--- src/hw/rtl/vau_pkg.sv ---
// vau_pkg: shared types and constants of the 3d vector alu
// no dependencies
package vau_pkg;

  localparam int unsigned COMPONENT_BITS_DEF = 16;

  typedef enum logic [1:0] {
    CMD_ADD  = 2'd0,
    CMD_SUB  = 2'd1,
    CMD_DIST = 2'd2,
    CMD_NORM = 2'd3
  } cmd_e;

  typedef struct packed {
    logic en;
  } pipe_ctrl_t;

endpackage

--- src/hw/rtl/vau_isqrt.sv ---
// vau_isqrt: pipelined integer square root, one root bit per stage
// depends on vau_pkg
module vau_isqrt #(
  parameter int unsigned RB = vau_pkg::COMPONENT_BITS_DEF + 1,
  parameter int unsigned SW = 6 * vau_pkg::COMPONENT_BITS_DEF + 6
) (
  input  logic                clk_i,
  input  logic                rst_ni,
  input  vau_pkg::pipe_ctrl_t ctrl_i,
  input  logic                valid_i,
  input  logic [2*RB-1:0]     rad_i,
  input  logic [SW-1:0]       side_i,
  output logic                valid_o,
  output logic [RB-1:0]       root_o,
  output logic [SW-1:0]       side_o
);

  localparam int unsigned RW = 2 * RB;

  logic            v_q    [RB];
  logic [RB-1:0]   root_q [RB];
  logic [SW-1:0]   side_q [RB];
  logic [RB+1:0]   rem_q  [RB-1];
  logic [RW-1:0]   rad_q  [RB-1];

  for (genvar k = 0; k < RB; k++) begin : g_stage
    logic          v_in;
    logic [RB-1:0] root_in;
    logic [SW-1:0] side_in;
    logic [RB+1:0] rem_in;
    logic [RW-1:0] rad_in;
    logic [RB+1:0] rem_sh, trial;
    logic          ge;

    if (k == 0) begin : g_first
      assign v_in    = valid_i;
      assign root_in = '0;
      assign side_in = side_i;
      assign rem_in  = '0;
      assign rad_in  = rad_i;
    end else begin : g_next
      assign v_in    = v_q[k-1];
      assign root_in = root_q[k-1];
      assign side_in = side_q[k-1];
      assign rem_in  = rem_q[k-1];
      assign rad_in  = rad_q[k-1];
    end

    assign rem_sh = {rem_in[RB-1:0], rad_in[RW-1:RW-2]};
    assign trial  = {root_in, 2'b01};
    assign ge     = rem_sh >= trial;

    always_ff @(posedge clk_i or negedge rst_ni) begin
      if (!rst_ni) begin
        v_q[k] <= 1'b0;
      end else if (ctrl_i.en) begin
        v_q[k] <= v_in;
      end
    end

    always_ff @(posedge clk_i) begin
      if (ctrl_i.en) begin
        root_q[k] <= {root_in[RB-2:0], ge};
        side_q[k] <= side_in;
      end
    end

    if (k < RB - 1) begin : g_rem
      always_ff @(posedge clk_i) begin
        if (ctrl_i.en) begin
          rem_q[k] <= ge ? rem_sh - trial : rem_sh;
          rad_q[k] <= {rad_in[RW-3:0], 2'b00};
        end
      end
    end
  end

  assign valid_o = v_q[RB-1];
  assign root_o  = root_q[RB-1];
  assign side_o  = side_q[RB-1];

endmodule

--- config.mk ---
export PLATFORM = sky130hd
export DESIGN_NAME = vau_isqrt
export DESIGN_NICKNAME = d
export VERILOG_FILES = /design/src/hw/rtl/vau_pkg.sv /design/src/hw/rtl/vau_isqrt.sv
export SDC_FILE = /design/constraint.sdc
export NUM_CORES = 2
export LEC_CHECK = 0
export ABC_AREA = 1
export BUFFER_PORTS_ARGS = -buffer_cell sky130_fd_sc_hd__buf_2
export CORE_ASPECT_RATIO = 1.5
export CORE_MARGIN = 1.5
export CORE_UTILIZATION = 25
export DETAILED_ROUTE_END_ITERATION = 10
export PLACE_DENSITY_LB_ADDON = 0.08
export SYNTH_ARGS = -nofsm -noshare
export SYNTH_HDL_FRONTEND = slang
export SYNTH_SLANG_ARGS = --single-unit
--- constraint.sdc ---
create_clock -name clk_i -period 2.1 [get_ports clk_i]
set_input_delay 0.105 -clock clk_i [delete_from_list [all_inputs] [get_ports clk_i]]
set_output_delay 0.105 -clock clk_i [all_outputs]
set_load 0.01 [all_outputs]
==> run metrics <==
Die Wd=488.2 um; critical path peak fanout=8; worst slack, placed=-0.5148 ns; Worst Setup Start Kind=flop; HP Class=input pin to flop; Synth Cell Area=88300 um^2; CP max stage delay=0.48 ns; skew final=0.06270 ns; Async SR Flop Fraction=0.006996; Post-synth top cells=edfxtp_1, nand2_1, inv_1, nor2_1, nand3_1; Seq pwr share=0.499; Iter 0 DRT Violations=2017; MaxCap Viol Count=0; Yosys top cell area share=0.8206; I/O Pins=260; wire per inst=15.45 um; CP arrival=2.67 ns; Hold Violations, Final=0; post-synthesis cell type count=48; nets=7486; EDFF count, synth=2413; clk_lat worst skew=0.85 ns; Net Count, Synth=5890; # DRC=0; Crit. End Element=flop; die area=356800 um^2; Hold Crit Start=side_i[7]; setup TNS=-0.1060 ns; clk buf depth=4; vias in the first global route=48310; Worst Reg-to-Reg Cells=12; Yosys reg bits=2430; GRT Util Overall=0.1013; most area-consuming cells after synthesis=edfxtp_1, nand2_1, inv_1; final setup fails=11; Post-Route WL=186700 um; xor/xnor share of the synthesized area=0.009225; Post-DRT Antenna Nets=0; Worst VDD drop=0.6512 mV; Pleak=44.83 nW; failing checks=negative setup slack; CORE AREA=352100 um^2; P per Cell Area=1016 nW/um^2; gr ovfl total=0; mux contribution to synthesized area=0.0003826; DR vias=46360; Root Driver=clkbuf_16; Worst Hold Depth=2; Clk network pwr share=0.386; number of port buffers=259; CTS buffer count=273; initial antenna violation count=14; fraction of layout cells with a size suffix above 1=0.2786; Int Power=89.75 mW; Setup WS post-layout=-0.02299 ns; row count=267; Final GP Congestion=0.8530; Synth Area in Simple Gates=0.09355; switching pwr=28.38 mW; largest family of logic cells by synthesized area=simple AND/OR/NAND/NOR gates; Worst-Margin Slew=0.7754 ns; r2r startpoint=rem_q[4][3]; Crit Path Category=flop to flop; critical path required time=2.65 ns; Ys Warns=0; post-synthesis cell count=5580; status=complete, but fails checks; cell taking the most area after synthesis=edfxtp_1; global-route wire length before repair=279500 um; cells along the critical path=ha_4, buf_6, nand2_4, inv_2, a21oi_2, nand2_1, nand2_2, nand2_4, nor2_4, inv_4, nand2_2, nand2_1; fill count=34590; switch share=0.2402; synthesized area per cell=15.82 um^2; Die Y-Extent=730.9 um; drt first pass iters=5; Tcrit/Tclk final=1.011; worst reg2reg path endpoint=rem_q[4][25]; R2R setup slack=-0.02 ns; Num Clock Sinks=2430; dominant synthesized flop cell=edfxtp_1; Max Slew Vio Count=0; Worst-path clk slew=0.07 ns; CTS tree=done; vias per cell=3.836; Tmin final=2.123 ns; CP max stage cell=edfxtp_1; adder-cell share of the synthesized area=0.02409; top-count cell post-synth=edfxtp_1; Slew HR=0.4814; Initial Util=0.2508; unrepaired setup endpoints after global routing=yes; register area share after synthesis=0.8254; Logic pwr share=0.115; Hold Path End=side_q[0][7]; H-tree depth=5; post-synthesis compound-gate area fraction=0.01414; P&R area growth vs syn=31.68%; largest net degree at the start of global routing=126; FMAX=471.0 MHz; DPL Wire Length=122600 um
-- cells in the final DEF, fill, tap and decap left out, types with 11 or more instances in the layout --
cell type and count:
nand3b_1 24, o21ai_0 42, o21ai_1 21, clkinv_1 44, inv_1 622, o21ai_2 15
clkbuf_16 279, clkinv_2 32, buf_6 29, a21oi_1 83, inv_6 13, inv_2 68
xor2_1 68, nand3_1 164, or2_2 16, nor3_1 29, dlygate4sd3_1 267, dfrtp_1 17
ha_4 99, nand2_2 154, buf_12 56, a21oi_2 47, nand4_1 100, nand2_1 1092
bufinv_16 16, nand2_4 37, buf_2 258, nor2_4 33, xnor2_1 24, nand3_4 14
ha_1 67, clkinvlp_4 11, nor2_2 38, nor2_1 154, buf_4 737, nand3_2 29
edfxtp_1 2413, clkbuf_1 69
-- flip-flops by register name (all words and copies together), names as in the netlist --
| register | flops |
|---|---|
| g_stage.v_in | 16 |
| rad_q | 272 |
| rem_q | 254 |
| root_q | 153 |
| side_q | 1734 |
| valid_o | 1 |
-- critical path, delay by kind of cell, from the launching register on --
family	cells	cell delay [ns]
AND/OR/NAND/NOR	7	0.66
adder cells (fa/ha/maj)	1	0.29
flip-flops	1	0.48
buffers and inverters	3	0.27
AO/OA/AOI/OAI	1	0.10
-- metrics by stage --
step,utilization,power [mW],std cells,hold slack (ns),area (um^2)
6_report,0.3302,118.1,12090,0.07449,116300
5_1_grt,0.3302,124.2,12080,0.03113,116300
4_1_cts,0.3233,120.0,11980,0.0007958,113900
3_5_place_dp,0.2864,71.21,11180,0.05304,100900
3_3_place_gp,0.2864,71.20,11180,0.04542,100900
2_1_floorplan,-,64.82,5580,-0.1906,88300
-- kinds of logic after synthesis --
kind of cell,after synthesis
xor gates and xnor gates,93
and+or+nand+nor,1908
AOI/OAI and AO/OA,237
other,1
buffers and inverters,738
DFF,2430
muxes,3
adders and majority gates,170
-- metal layers --
layer	vias to the layer above	part of all wire	track usage
met1	22260	0.37	0.1051
met4	8	0.049	0.05144
met5	-	0.00029	0
met3	462	0.040	0.02097
met2	740	0.54	0.1904
li1	22890	-	-
-- what timing repair did --
item | in CTS | in global routing
pin swaps | 59 | 159
buffers inserted | 57 | 96
endpoints found under the setup margin | 211 | 220
hold endpoints to repair | 782 | 0
resized for setup | 279 | 378
gates cloned | 6 | 9
hold buffers | 267 | 0
-- power by group through the flow --
| stage | combinational (mW) | clock, mW | sequential [mW] |
|---|---|---|---|
| floorplan | 5.47 | 0 | 59.4 |
| global placement | 11.4 | 0 | 59.8 |
| detailed placement | 11.3 | 0 | 59.9 |
| CTS | 12.7 | 48.3 | 58.9 |
| global route | 15.1 | 49.9 | 59.3 |
| finish | 13.5 | 45.7 | 58.9 |
-- area by class of cell --
class,instances,area (um^2),share of cell area
sequential,2430,72880,0.6268
antenna,3,7.507,0.00006456
inverter,696,2628,0.02260
tap,4707,5889,0.05065
clock buffer,344,7129,0.06131
clock inverter,131,1262,0.01086
multi-input combinational,2420,15360,0.1321
timing repair buffer,1355,11110,0.09559
-- how the worst max path moves through the flow --
stage,start,end,slack (ns)
6_report,rem_q[4][3],rem_q[4][25],-0.02
5_1_grt,rem_q[4][3],rem_q[4][19],-0.10
4_1_cts,rem_q[4][3],rem_q[4][25],-0.03
3_5_place_dp,root_q[1][116],rem_q[7][21],-0.51
3_3_place_gp,rem_q[7][14],rem_q[7][21],-0.51
2_1_floorplan,rem_q[1][2],rem_q[1][25],0.23
Note: power is estimated with default switching activity, not from simulation.
