**config.mk**
```make
export PLATFORM = sky130hd
export DESIGN_NAME = vau_front
export DESIGN_NICKNAME = d
export VERILOG_FILES = /design/src/hw/rtl/vau_pkg.sv /design/src/hw/rtl/vau_front.sv
export SDC_FILE = /design/constraint.sdc
export NUM_CORES = 2
export LEC_CHECK = 0
export ABC_AREA = 1
export CORE_ASPECT_RATIO = 0.75
export CORE_UTILIZATION = 50
export CTS_CLUSTER_SIZE = 30
export DETAILED_ROUTE_END_ITERATION = 7
export DONT_BUFFER_PORTS = 1
export GPL_ROUTABILITY_DRIVEN = 0
export PLACE_DENSITY_LB_ADDON = 0.05
export SETUP_SLACK_MARGIN = 0.05
export SYNTH_ARGS = -nofsm -noshare
export SYNTH_HDL_FRONTEND = slang
export SYNTH_SLANG_ARGS = --single-unit
```
**constraint.sdc**
```tcl
create_clock -name clk_i -period 5.3 [get_ports clk_i]
set_input_delay 0.265 -clock clk_i [delete_from_list [all_inputs] [get_ports clk_i]]
set_output_delay 0.265 -clock clk_i [all_outputs]
set_load 0.05 [all_outputs]
```
**src/hw/rtl/vau_pkg.sv**
```systemverilog
// vau_pkg: shared types and constants of the 3d vector alu
// no dependencies
package vau_pkg;

  localparam int unsigned COMPONENT_BITS_DEF = 16;

  typedef enum logic [1:0] {
    CMD_ADD  = 2'd0,
    CMD_SUB  = 2'd1,
    CMD_DIST = 2'd2,
    CMD_NORM = 2'd3
  } cmd_e;

  typedef struct packed {
    logic en;
  } pipe_ctrl_t;

endpackage

```
**src/hw/rtl/vau_front.sv**
```systemverilog
// vau_front: input register, add/sub and operand select, squares, sum of squares
// depends on vau_pkg
module vau_front #(
  parameter int unsigned W = vau_pkg::COMPONENT_BITS_DEF
) (
  input  logic                    clk_i,
  input  logic                    rst_ni,
  input  vau_pkg::pipe_ctrl_t     ctrl_i,
  input  logic                    valid_i,
  input  logic [1:0]              cmd_i,
  input  logic signed [W-1:0]     a_i [3],
  input  logic signed [W-1:0]     b_i [3],
  output logic                    valid_o,
  output logic [2*W+1:0]          rad_o,
  output logic [6*W+5:0]          side_o
);

  localparam int unsigned SW = 6 * W + 6;

  logic                v1_q, v2_q, v3_q, v4_q;
  logic [1:0]          cmd1_q;
  logic signed [W-1:0] a1_q [3];
  logic signed [W-1:0] b1_q [3];
  logic [W-1:0]        mag2_q [3];
  logic [SW-1:0]       side2_q, side3_q, side4_q;
  logic [2*W-1:0]      sq3_q [3];
  logic [2*W+1:0]      rad4_q;

  logic signed [W:0]   res2_d [3];
  logic [W-1:0]        mag2_d [3];
  logic                same2_d;

  always_comb begin
    logic signed [W:0] opd;
    same2_d = 1'b1;
    for (int i = 0; i < 3; i++) begin
      if (a1_q[i] != b1_q[i]) begin
        same2_d = 1'b0;
      end
      case (cmd1_q)
        vau_pkg::CMD_ADD: res2_d[i] = {a1_q[i][W-1], a1_q[i]} + {b1_q[i][W-1], b1_q[i]};
        vau_pkg::CMD_SUB: res2_d[i] = {a1_q[i][W-1], a1_q[i]} - {b1_q[i][W-1], b1_q[i]};
        default:          res2_d[i] = '0;
      endcase
      if (cmd1_q == vau_pkg::CMD_DIST) begin
        opd = {b1_q[i][W-1], b1_q[i]} - {a1_q[i][W-1], a1_q[i]};
      end else begin
        opd = {a1_q[i][W-1], a1_q[i]};
      end
      mag2_d[i] = opd[W] ? W'(-opd) : opd[W-1:0];
    end
  end

  always_ff @(posedge clk_i or negedge rst_ni) begin
    if (!rst_ni) begin
      v1_q <= 1'b0;
      v2_q <= 1'b0;
      v3_q <= 1'b0;
      v4_q <= 1'b0;
    end else if (ctrl_i.en) begin
      v1_q <= valid_i;
      v2_q <= v1_q;
      v3_q <= v2_q;
      v4_q <= v3_q;
    end
  end

  always_ff @(posedge clk_i) begin
    if (ctrl_i.en) begin
      cmd1_q  <= cmd_i;
      a1_q    <= a_i;
      b1_q    <= b_i;
      mag2_q  <= mag2_d;
      side2_q <= {a1_q[2], a1_q[1], a1_q[0], res2_d[2], res2_d[1], res2_d[0],
                  same2_d, cmd1_q};
      for (int i = 0; i < 3; i++) begin
        sq3_q[i] <= mag2_q[i] * mag2_q[i];
      end
      side3_q <= side2_q;
      rad4_q  <= (2*W+2)'(sq3_q[0]) + (2*W+2)'(sq3_q[1]) + (2*W+2)'(sq3_q[2]);
      side4_q <= side3_q;
    end
  end

  assign valid_o = v4_q;
  assign rad_o   = rad4_q;
  assign side_o  = side4_q;

endmodule

```
==> impl_metrics.py <==
metrics = {
    "final_layout": {
        "drive_gt1_frac": 0.192,
        "area_growth_syn_to_layout_pct": 21.7,
        "final_core_util": 0.613,
        "fillCellCount": 8743,
        "nNetsFinal": 7323,
    },
    "synthesis": {
        "synth-edff-count": 579,
        "synth.largest_area_cell": "edfxtp_1",
        "synth.cells.most_frequent": "1318 x inv_1, 1182 x nand2_1, 579 x edfxtp_1",
        "synth.most_common_cell": "inv_1",
        "synth_area_sq_um": 52000,
        "ys_ff_latch": 583,
        "synth_cells": 5626,
        "yosys_warnings": 0,
        "synth-async-reset-ratio": 0.00686,
        "synth_top_area_share": 0.334,
        "ys_top_cells_by_area": "edfxtp_1 33%, fa_1 20%, ha_1 12%",
        "yosys_most_used_dff": "edfxtp_1",
        "syn_avg_cell_area_sq_um": 9.25,
        "synth-seq-area-share": 0.336,
        "ys_types": 57,
    },
    "drt": {
        "viasPerCell": 5.07,
        "wirelength_mm": 135,
        "drc": 0,
        "ant_nets": 0,
        "drtIter0Drc": 3100,
        "via_count": 38634,
        "first_pass_iters": 6,
        "detail_route.wl_per_cell_microns": 17.7,
    },
    "grt": {
        "first_global_vias": 38329,
        "grt_max_degree": 373,
        "grt_overflow_total": 0,
        "grt_pass1_wl_mm": 211,
        "antenna_found_initial": 9,
        "grtUsageTotal": 0.257,
    },
    "cts": {
        "cts.sinks": 583,
        "ctsRootBufferMaster": "clkbuf_16",
        "tritoncts": "built",
        "htree_levels": 2,
        "clockBufferDepth": 3,
        "clock_latency_ns": 0.67,
        "cts_inserted_buffers": 61,
        "clkTransAtPathRegs_ns": 0.07,
    },
    "floorplanning": {
        "chipHeight_microns": 281,
        "start_util": 0.504,
        "ios": 239,
        "design.die.area_sq_um": 105000,
        "core-area_sq_um": 103000,
        "fp-row-count": 102,
        "die_w_microns": 375,
    },
    "timing": {
        "worst_pin_slew_ns": 2.01,
        "min_period_over_period": 1.08,
        "finalMaxSlewViolations": 185,
        "rsz0062_at_grt": "true",
        "setup-violations-final": 56,
        "fin_skew_ns": 0.0261,
        "fmax_ghz": 0.175,
        "hold_viol": 0,
        "timing.slew.headroom": -0.340,
        "fin_ws_ns": -0.424,
        "period_needed_ns": 5.72,
    },
    "critical_path": {
        "endpoint_kind": "flip-flop",
        "arrival_ns": 6.13,
        "worstPathRequired_ns": 5.71,
        "startpoint_type": "flip-flop",
        "crit_type": "flip-flop to flip-flop",
        "critPathMaxFanout": 5,
    },
    "placed_design": {
        "hpwl_mm": 106,
        "io_buffers": 0,
    },
    "run_status": {
        "violations": "slew limit, setup timing",
        "outcome": "complete, but fails checks",
    },
    "hold_path": {
        "hold_path.class": "input port to flip-flop",
    },
    "flow_run": {
        "drv_cap": 0,
    },
}
==> timing repair <==
item	CTS	global route
hold buffers	102	0
pin swaps	96	220
endpoints found under the hold margin	314	0
setup buffers	71	75
gates resized for setup	271	362
setup endpoints to repair	59	65
cloned	0	3
==> final timing paths <==
path                                       start                     end  slack (ns)  depth (start not counted)
max                          mag2_q[9]$_DFFE_PP_  sq3_q[0][84]$_DFFE_PP_       -0.42                         24
min                                       ctrl_i    side_o[49]$_DFFE_PP_        0.12                          0
max reg2reg                  mag2_q[9]$_DFFE_PP_  sq3_q[0][84]$_DFFE_PP_       -0.42                         24
min reg2reg                side3_q[18]$_DFFE_PP_    side_o[18]$_DFFE_PP_        0.41                          0
max in group asynchronous                 rst_ni     valid_o$_DFFE_PN0P_        4.72                          2
min in group asynchronous                 rst_ni        v1_q$_DFFE_PN0P_        0.41                          2
==> cell families (layout without fill, tap and decap cells) <==
family                     Yosys count  count (layout)  share of synthesized area
other                                1               8                  0.0000721
and+or+nand+nor                   1748            1748                      0.136
AOI/OAI and AO/OA                  610             610                     0.0662
xor gates and xnor gates           197             197                     0.0332
adders and majority gates         1010            1010                      0.319
DFF                                583             583                      0.336
buffers and inverters             1477            2112                      0.109
==> cell usage in the layout, fill, tap and decap left out, types with 94 or more instances in the layout <==
master	netlist	routed
nand2_2	12	94
buf_4	24	473
inv_1	1318	1216
dlygate4sd3_1	0	101
ha_1	483	427
xor2_1	147	124
fa_1	527	498
nand2_1	1182	1053
inv_2	5	104
a21oi_1	263	220
edfxtp_1	579	579
nand3_1	149	139
nor2_1	275	242
o21ai_0	172	148
==> cell type report <==
| type | count | area [sq um] | area share |
|---|---|---|---|
| diodes | 5 | 12.5 | 0.000198 |
| clock buffers | 69 | 1560 | 0.0246 |
| clock inverters | 46 | 474 | 0.00749 |
| inverters | 1327 | 4990 | 0.0788 |
| multi-input cells | 3568 | 31300 | 0.494 |
| flip-flops and latches | 583 | 17500 | 0.276 |
| well taps | 1352 | 1690 | 0.0267 |
| repair buffers | 670 | 5810 | 0.0917 |
==> state kept, by name, summed over array words and instances (netlist names) <==
signal,flops
rad_o,34
a1_q,48
mag2_q,48
side2_q,102
b1_q,48
sq3_q,93
valid_o,1
side_o,102
cmd1_q,2
v3_q,1
v2_q,1
side3_q,102
v1_q,1
==> critical path, stage by stage, from the launching register on <==
cell and delay (ns):
edfxtp_1 0.51, buf_12 0.20, nand2_4 0.07, inv_2 0.04, fa_1 0.54, inv_2 0.04
fa_1 0.51, inv_2 0.04, fa_1 0.47, inv_1 0.05, fa_1 0.47, inv_1 0.05
fa_1 0.47, inv_1 0.05, fa_1 0.49, inv_2 0.05, ha_4 0.24, buf_6 0.12
a21oi_4 0.18, a21boi_2 0.21, o21bai_1 0.09, a21oi_2 0.16, o21bai_2 0.12, buf_4 0.15
xor2_2 0.15
==> per-stage QoR <==
stage	hold WS [ns]	cell area (sq um)	setup WS [ns]	instances	setup TNS, ns
2_1_floorplan	-0.0306	52800	-0.0414	5628	-0.131
3_3_place_gp	-0.0305	56900	-0.413	7276	-12.68
3_5_place_dp	-0.0305	56900	-0.436	7276	-14.37
4_1_cts	0.0513	61600	-0.257	7558	-6.84
5_1_grt	0.0794	63300	-0.619	7618	-24.12
6_report	0.116	63300	-0.424	7620	-12.76
==> layer usage <==
metal / part of all wire / up-vias / GRT usage
li1: - / 18719 / -
met1: 0.47 / 18592 / 0.387
met2: 0.42 / 1154 / 0.379
met3: 0.083 / 165 / 0.0574
met4: 0.021 / 4 / 0.0535
met5: 0.00011 / - / 0
Power is left out: the tool's default activity adds up to more than one toggle a clock period on the data nets, which glitch-free logic cannot reach.
