===== src/hw/rtl/vau_pkg.sv =====
// vau_pkg: shared types and constants of the 3d vector alu
// no dependencies
package vau_pkg;

  localparam int unsigned COMPONENT_BITS_DEF = 16;

  typedef enum logic [1:0] {
    CMD_ADD  = 2'd0,
    CMD_SUB  = 2'd1,
    CMD_DIST = 2'd2,
    CMD_NORM = 2'd3
  } cmd_e;

  typedef struct packed {
    logic en;
  } pipe_ctrl_t;

endpackage


===== src/hw/rtl/vau_out.sv =====
// vau_out: normalize and result select, output register with skid stage
// depends on vau_pkg
module vau_out #(
  parameter int unsigned W = vau_pkg::COMPONENT_BITS_DEF
) (
  input  logic                clk_i,
  input  logic                rst_ni,
  output vau_pkg::pipe_ctrl_t ctrl_o,
  input  logic                valid_i,
  input  logic [W:0]          root_i,
  input  logic [6*W+5:0]      side_i,
  output logic                valid_o,
  input  logic                ready_i,
  output logic [4*W+4:0]      data_o
);

  localparam int unsigned OW = 4 * W + 5;

  logic [1:0]          cmd;
  logic                same;
  logic signed [W:0]   rs [3];
  logic signed [W-1:0] a  [3];
  logic signed [W:0]   fin [3];
  logic [W:0]          dist_val;
  logic [OW-1:0]       res_d;

  logic                out_v_q, spare_v_q;
  logic [OW-1:0]       out_q, spare_q;
  logic                take;

  assign cmd  = side_i[1:0];
  assign same = side_i[2];
  for (genvar i = 0; i < 3; i++) begin : g_unpack
    assign rs[i] = side_i[3+i*(W+1) +: W+1];
    assign a[i]  = side_i[3+3*(W+1)+i*W +: W];
  end

  always_comb begin
    logic [W:0] aabs;
    for (int i = 0; i < 3; i++) begin
      aabs = a[i][W-1] ? -{a[i][W-1], a[i]} : {1'b0, a[i]};
      if (cmd != vau_pkg::CMD_NORM) begin
        fin[i] = rs[i];
      end else if (root_i == '0) begin
        fin[i] = {a[i][W-1], a[i]};
      end else if (aabs >= root_i) begin
        fin[i] = a[i][W-1] ? '1 : (W+1)'(1);
      end else begin
        fin[i] = '0;
      end
    end
    dist_val = (cmd == vau_pkg::CMD_DIST) ? root_i : '0;
    res_d    = {same, dist_val, fin[2], fin[1], fin[0]};
  end

  assign ctrl_o.en = !spare_v_q;
  assign take      = valid_i && !spare_v_q;

  always_ff @(posedge clk_i or negedge rst_ni) begin
    if (!rst_ni) begin
      out_v_q   <= 1'b0;
      spare_v_q <= 1'b0;
    end else if (spare_v_q) begin
      if (ready_i) begin
        spare_v_q <= 1'b0;
      end
    end else if (!out_v_q || ready_i) begin
      out_v_q <= take;
    end else if (take) begin
      spare_v_q <= 1'b1;
    end
  end

  always_ff @(posedge clk_i) begin
    if (spare_v_q) begin
      if (ready_i) begin
        out_q <= spare_q;
      end
    end else if (!out_v_q || ready_i) begin
      out_q <= res_d;
    end else if (take) begin
      spare_q <= res_d;
    end
  end

  assign valid_o = out_v_q;
  assign data_o  = out_q;

  a_spare_needs_out: assert property (@(posedge clk_i) disable iff (!rst_ni)
    spare_v_q |-> out_v_q) else $error("skid entry without output entry");
  a_spare_holds: assert property (@(posedge clk_i) disable iff (!rst_ni)
    spare_v_q && !ready_i |=> spare_v_q) else $error("skid entry lost");
  a_dist_excl: assert property (@(posedge clk_i) disable iff (!rst_ni)
    out_v_q && (out_q[4*W+3 -: W+1] != '0) |-> (out_q[3*W+2:0] == '0))
    else $error("distance with nonzero vector result");

endmodule


===== config.mk =====
export PLATFORM = sky130hd
export DESIGN_NAME = vau_out
export DESIGN_NICKNAME = d
export VERILOG_FILES = /design/src/hw/rtl/vau_pkg.sv /design/src/hw/rtl/vau_out.sv
export SDC_FILE = /design/constraint.sdc
export NUM_CORES = 1
export LEC_CHECK = 0
export BUFFER_PORTS_ARGS = -buffer_cell sky130_fd_sc_hd__buf_2
export CORE_MARGIN = 5
export CORE_UTILIZATION = 28
export DETAILED_ROUTE_END_ITERATION = 16
export REMOVE_ABC_BUFFERS = 1
export SLEW_MARGIN = 15
export SYNTH_ARGS = -nofsm -noshare
export SYNTH_HDL_FRONTEND = slang
export SYNTH_SLANG_ARGS = --single-unit

===== constraint.sdc =====
create_clock -name clk_i -period 15.62 [get_ports clk_i]
set_input_delay 2.343 -clock clk_i [delete_from_list [all_inputs] [get_ports clk_i]]
set_output_delay 2.343 -clock clk_i [all_outputs]
set_load 0.03 [all_outputs]

==> flow_summary_export.csv <==
group,metric,value,unit
critical_path,crit_buf_inv,2,
worst_hold_path,hp-class,"register to register",
critical_path,worstReg2RegEnd,"data_o[55]",
sta,fin_crit,5.841,ns
synthesis,synth_edf_count,138,
clock_tree,clock_sinks,140,
clock_tree,tritoncts,"done",
floorplanning,coreArea,0.02870,mm²
worst_hold_path,whs_path_depth,1,
drt,drtPass1Iterations,5,
critical_path,cp_top_family,"compound AO/OA/AOI/OAI gates",
sta,rsz0062_at_grt,"no",
critical_path,start_kind,"input pin",
synthesis,avgSynthCellArea,10.56,µm²
cells_and_area,area_growth,26.26,%
worst_hold_path,worstHoldEndpoint,"data_o[62]",
cells_and_area,num-nets-final,1132,
floorplanning,dieHeight,180.3,µm
synthesis,synthArstFlopShare,0.01429,
place,port_buffers,193,
global_routing,grt_overflow,0,
critical_path,slowest_delay,0.90,ns
sta,worstMarginPinSlew,1.148,ns
sta,skew,0.01444,ns
sta,period_share,0.3740,
critical_path,critPathArrivalTime,5.96,ns
worst_hold_path,hp-start,"spare_q[62]",
floorplanning,ios,194,
floorplanning,rows,62,
run,maxCapViolCount,0,
critical_path,crit_type,"input pin to register",
global_routing,grt_pass1_wl,39390,µm
clock_tree,clk_pin_slew,0.07,ns
sta,setup_tns,0,ns
critical_path,crit_fanout,28,
drt,viasPerCell,4.947,
sta,timing.hold.ws,0.5383,ns
synthesis,synth_area_leaders,"edfxtp_1 (51%), ha_1 (8.3%), a21oi_1 (6.4%)",
critical_path,path_cells,"buf_2 -> inv_1 -> ha_1 -> nand2b_1 -> or4_1 -> o21ai_0 -> nand2_1 -> xor2_1 -> ha_1 -> a21oi_1 -> o21ai_0 -> nor4_1 -> nor3_1 -> o21ai_2 -> a31oi_1",
sta,fmax,171.2,MHz
run_status,status,"completed",
drt,drtIter0Drc,352,
clock_tree,cts-root-buf,"clkbuf_16",
synthesis,ys_warn_count,0,
synthesis,synth_cell_types,48,
clock_tree,htree_num_levels,4,
synthesis,ys_seq_elements,140,
sta,setup_viol,0,
drt,vias,6698,
critical_path,required,15.74,ns
place,place.detailed.hpwl,17970,µm
floorplanning,die-area,0.03252,mm²
synthesis,synthFlopType,"edfxtp_1",
sta,drv_slew,0,
power_and_ir_drop,power_density,125.0,mW/mm²
floorplanning,initial_utilization,0.2830,
power_and_ir_drop,ir_worst_vdd,0.00006158,V
clock_tree,ctsResizeCount,0,
clock_tree,ctsHoldBuffers,0,
sta,slew_headroom,0.2349,
place,place_congestion,0.8278,
critical_path,worst_r2r_startpoint,"spare_v_q",
floorplanning,die_x,180.3,µm
critical_path,endpoint_kind,"register",
clock_tree,clkLatencyLatePin,0.43,ns
place,placed_cells,1320,
drt,wl_per_cell,19.03,µm
critical_path,slowest_stage,"o21ai_2",
clock_tree,cts_buffers,17,
synthesis,netlist_instances,769,
critical_path,reg2reg_slack,13.31,ns
synthesis,yosys.area.top_type,"edfxtp_1",
synthesis,synthesis.area,0.008124,mm²
power_and_ir_drop,p_leak,4.130,nW
global_routing,gr-usage-all-layers,0.1562,
drt,remaining_drc_errors,0,
cells_and_area,drive_above_1_share,0.2862,
drt,antenna_left,0,
cells_and_area,fin_cells,1354,
global_routing,grt_max_degree,70,
global_routing,antenna_found_initial,1,
critical_path,reg2regPathDepth,3,
clock_tree,cts_setup_buffers,0,
synthesis,ys_seq_area_frac,0.5162,
clock_tree,cts_buffer_depth,2,
drt,wirelength,25770,µm
synthesis,synth_top_cell_area_share,0.5101,
sta,finalHoldViolations,0,
global_routing,first_global_vias,6755,
## area by class of cell
| class | count | area (µm²) |
|---|---|---|
| fillers | 2898 | 18450 |
| clock inverters | 14 | 287.8 |
| inverters | 24 | 90.09 |
| well taps | 384 | 480.5 |
| clock buffers | 18 | 429.2 |
| multi-input cells | 569 | 3729 |
| flip-flops and latches | 140 | 4195 |
| diodes | 2 | 5.005 |
| repair buffers | 203 | 1041 |
## cell families (layout without fill, tap and decap cells)
group,count (synthesis),count (layout),synth area share
AOI/OAI and AO/OA,203,203,0.1455
muxes,36,36,0.04975
other,1,5,0.0004616
xor gates and xnor gates,39,39,0.04205
and+or+nand+nor,234,234,0.1326
adders and majority gates,54,54,0.08317
DFF,140,140,0.5162
buffers and inverters,62,259,0.03018
## per-layer routing
layer | vias to the layer above | part of all wire | global-route usage
met5 | - | 0 | 0
met1 | 3216 | 0.45 | 0.2024
met2 | 221 | 0.48 | 0.2588
met3 | 21 | 0.055 | 0.03674
met4 | 0 | 0.014 | 0.05051
li1 | 3240 | - | -
## state kept, by name, indices dropped and copies added (netlist names)
signal,count
valid_o,1
data_o,69
spare_v_q,1
spare_q,69
## cells in the final DEF (no fill, tap or decap), types with 8 or more instances in the layout
| cell | count |
|---|---|
| edfxtp_1 | 138 |
| nand2b_1 | 8 |
| buf_2 | 193 |
| inv_1 | 23 |
| a31oi_1 | 32 |
| nand2_1 | 76 |
| o21ai_0 | 24 |
| clkbuf_16 | 17 |
| bufinv_16 | 8 |
| buf_4 | 10 |
| o31ai_1 | 12 |
| nor2_1 | 85 |
| xnor2_1 | 37 |
| mux2_2 | 35 |
| ha_1 | 54 |
| nand4_1 | 8 |
| a21oi_1 | 104 |
| and2_1 | 18 |
## report_power, final
group | internal [W] | total, W | switching (W) | leakage [nW]
registers | 0.000473 | 0.000485 | 0.0000128 | 1.37
logic | 0.0000947 | 0.000290 | 0.000195 | 2.42
clock network | 0.000334 | 0.000507 | 0.000174 | 0.346
total | 0.000901 | 0.00128 | 0.000381 | 4.13
## synthesized netlist by cell type, types with 5 or more instances
master,count
nor2_1,85
nor2b_1,5
xnor2_1,37
nor4_1,5
a31oi_1,32
inv_1,23
ha_1,54
a21o_1,5
o31ai_1,12
nand2_1,76
or3_1,5
nand4_1,8
and2_1,19
or4_1,6
mux2_2,35
a21oi_1,104
nand2b_1,8
edfxtp_1,138
o41ai_1,6
clkbuf_1,29
nor3_1,6
buf_2,7
o21ai_0,24
## stage by stage
stage,total power [W],setup slack [ns],utilization,cell area (µm²)
2_1_floorplan,0.0006848,5.874,-,7976
3_3_place_gp,0.0007809,9.438,0.3322,9535
3_5_place_dp,0.0007862,9.369,0.3322,9535
4_1_cts,0.001301,9.834,0.3572,10250
5_1_grt,0.001343,9.246,0.3573,10250
6_report,0.001282,9.779,0.3574,10260
## worst max path at each step
| stage | from | slack, ns | depth (start not counted) | endpoint |
|---|---|---|---|---|
| after floorplan | ready_i | 5.87 | 2 | spare_v_q |
| after global placement | side_i[70] | 9.44 | 15 | spare_q[20] |
| after detailed placement | side_i[70] | 9.37 | 15 | data_o[24] |
| after CTS | side_i[70] | 9.83 | 15 | spare_q[29] |
| after global routing | side_i[70] | 9.25 | 15 | data_o[23] |
| final | side_i[70] | 9.78 | 15 | spare_q[29] |
(Power assumes the default switching activity.)
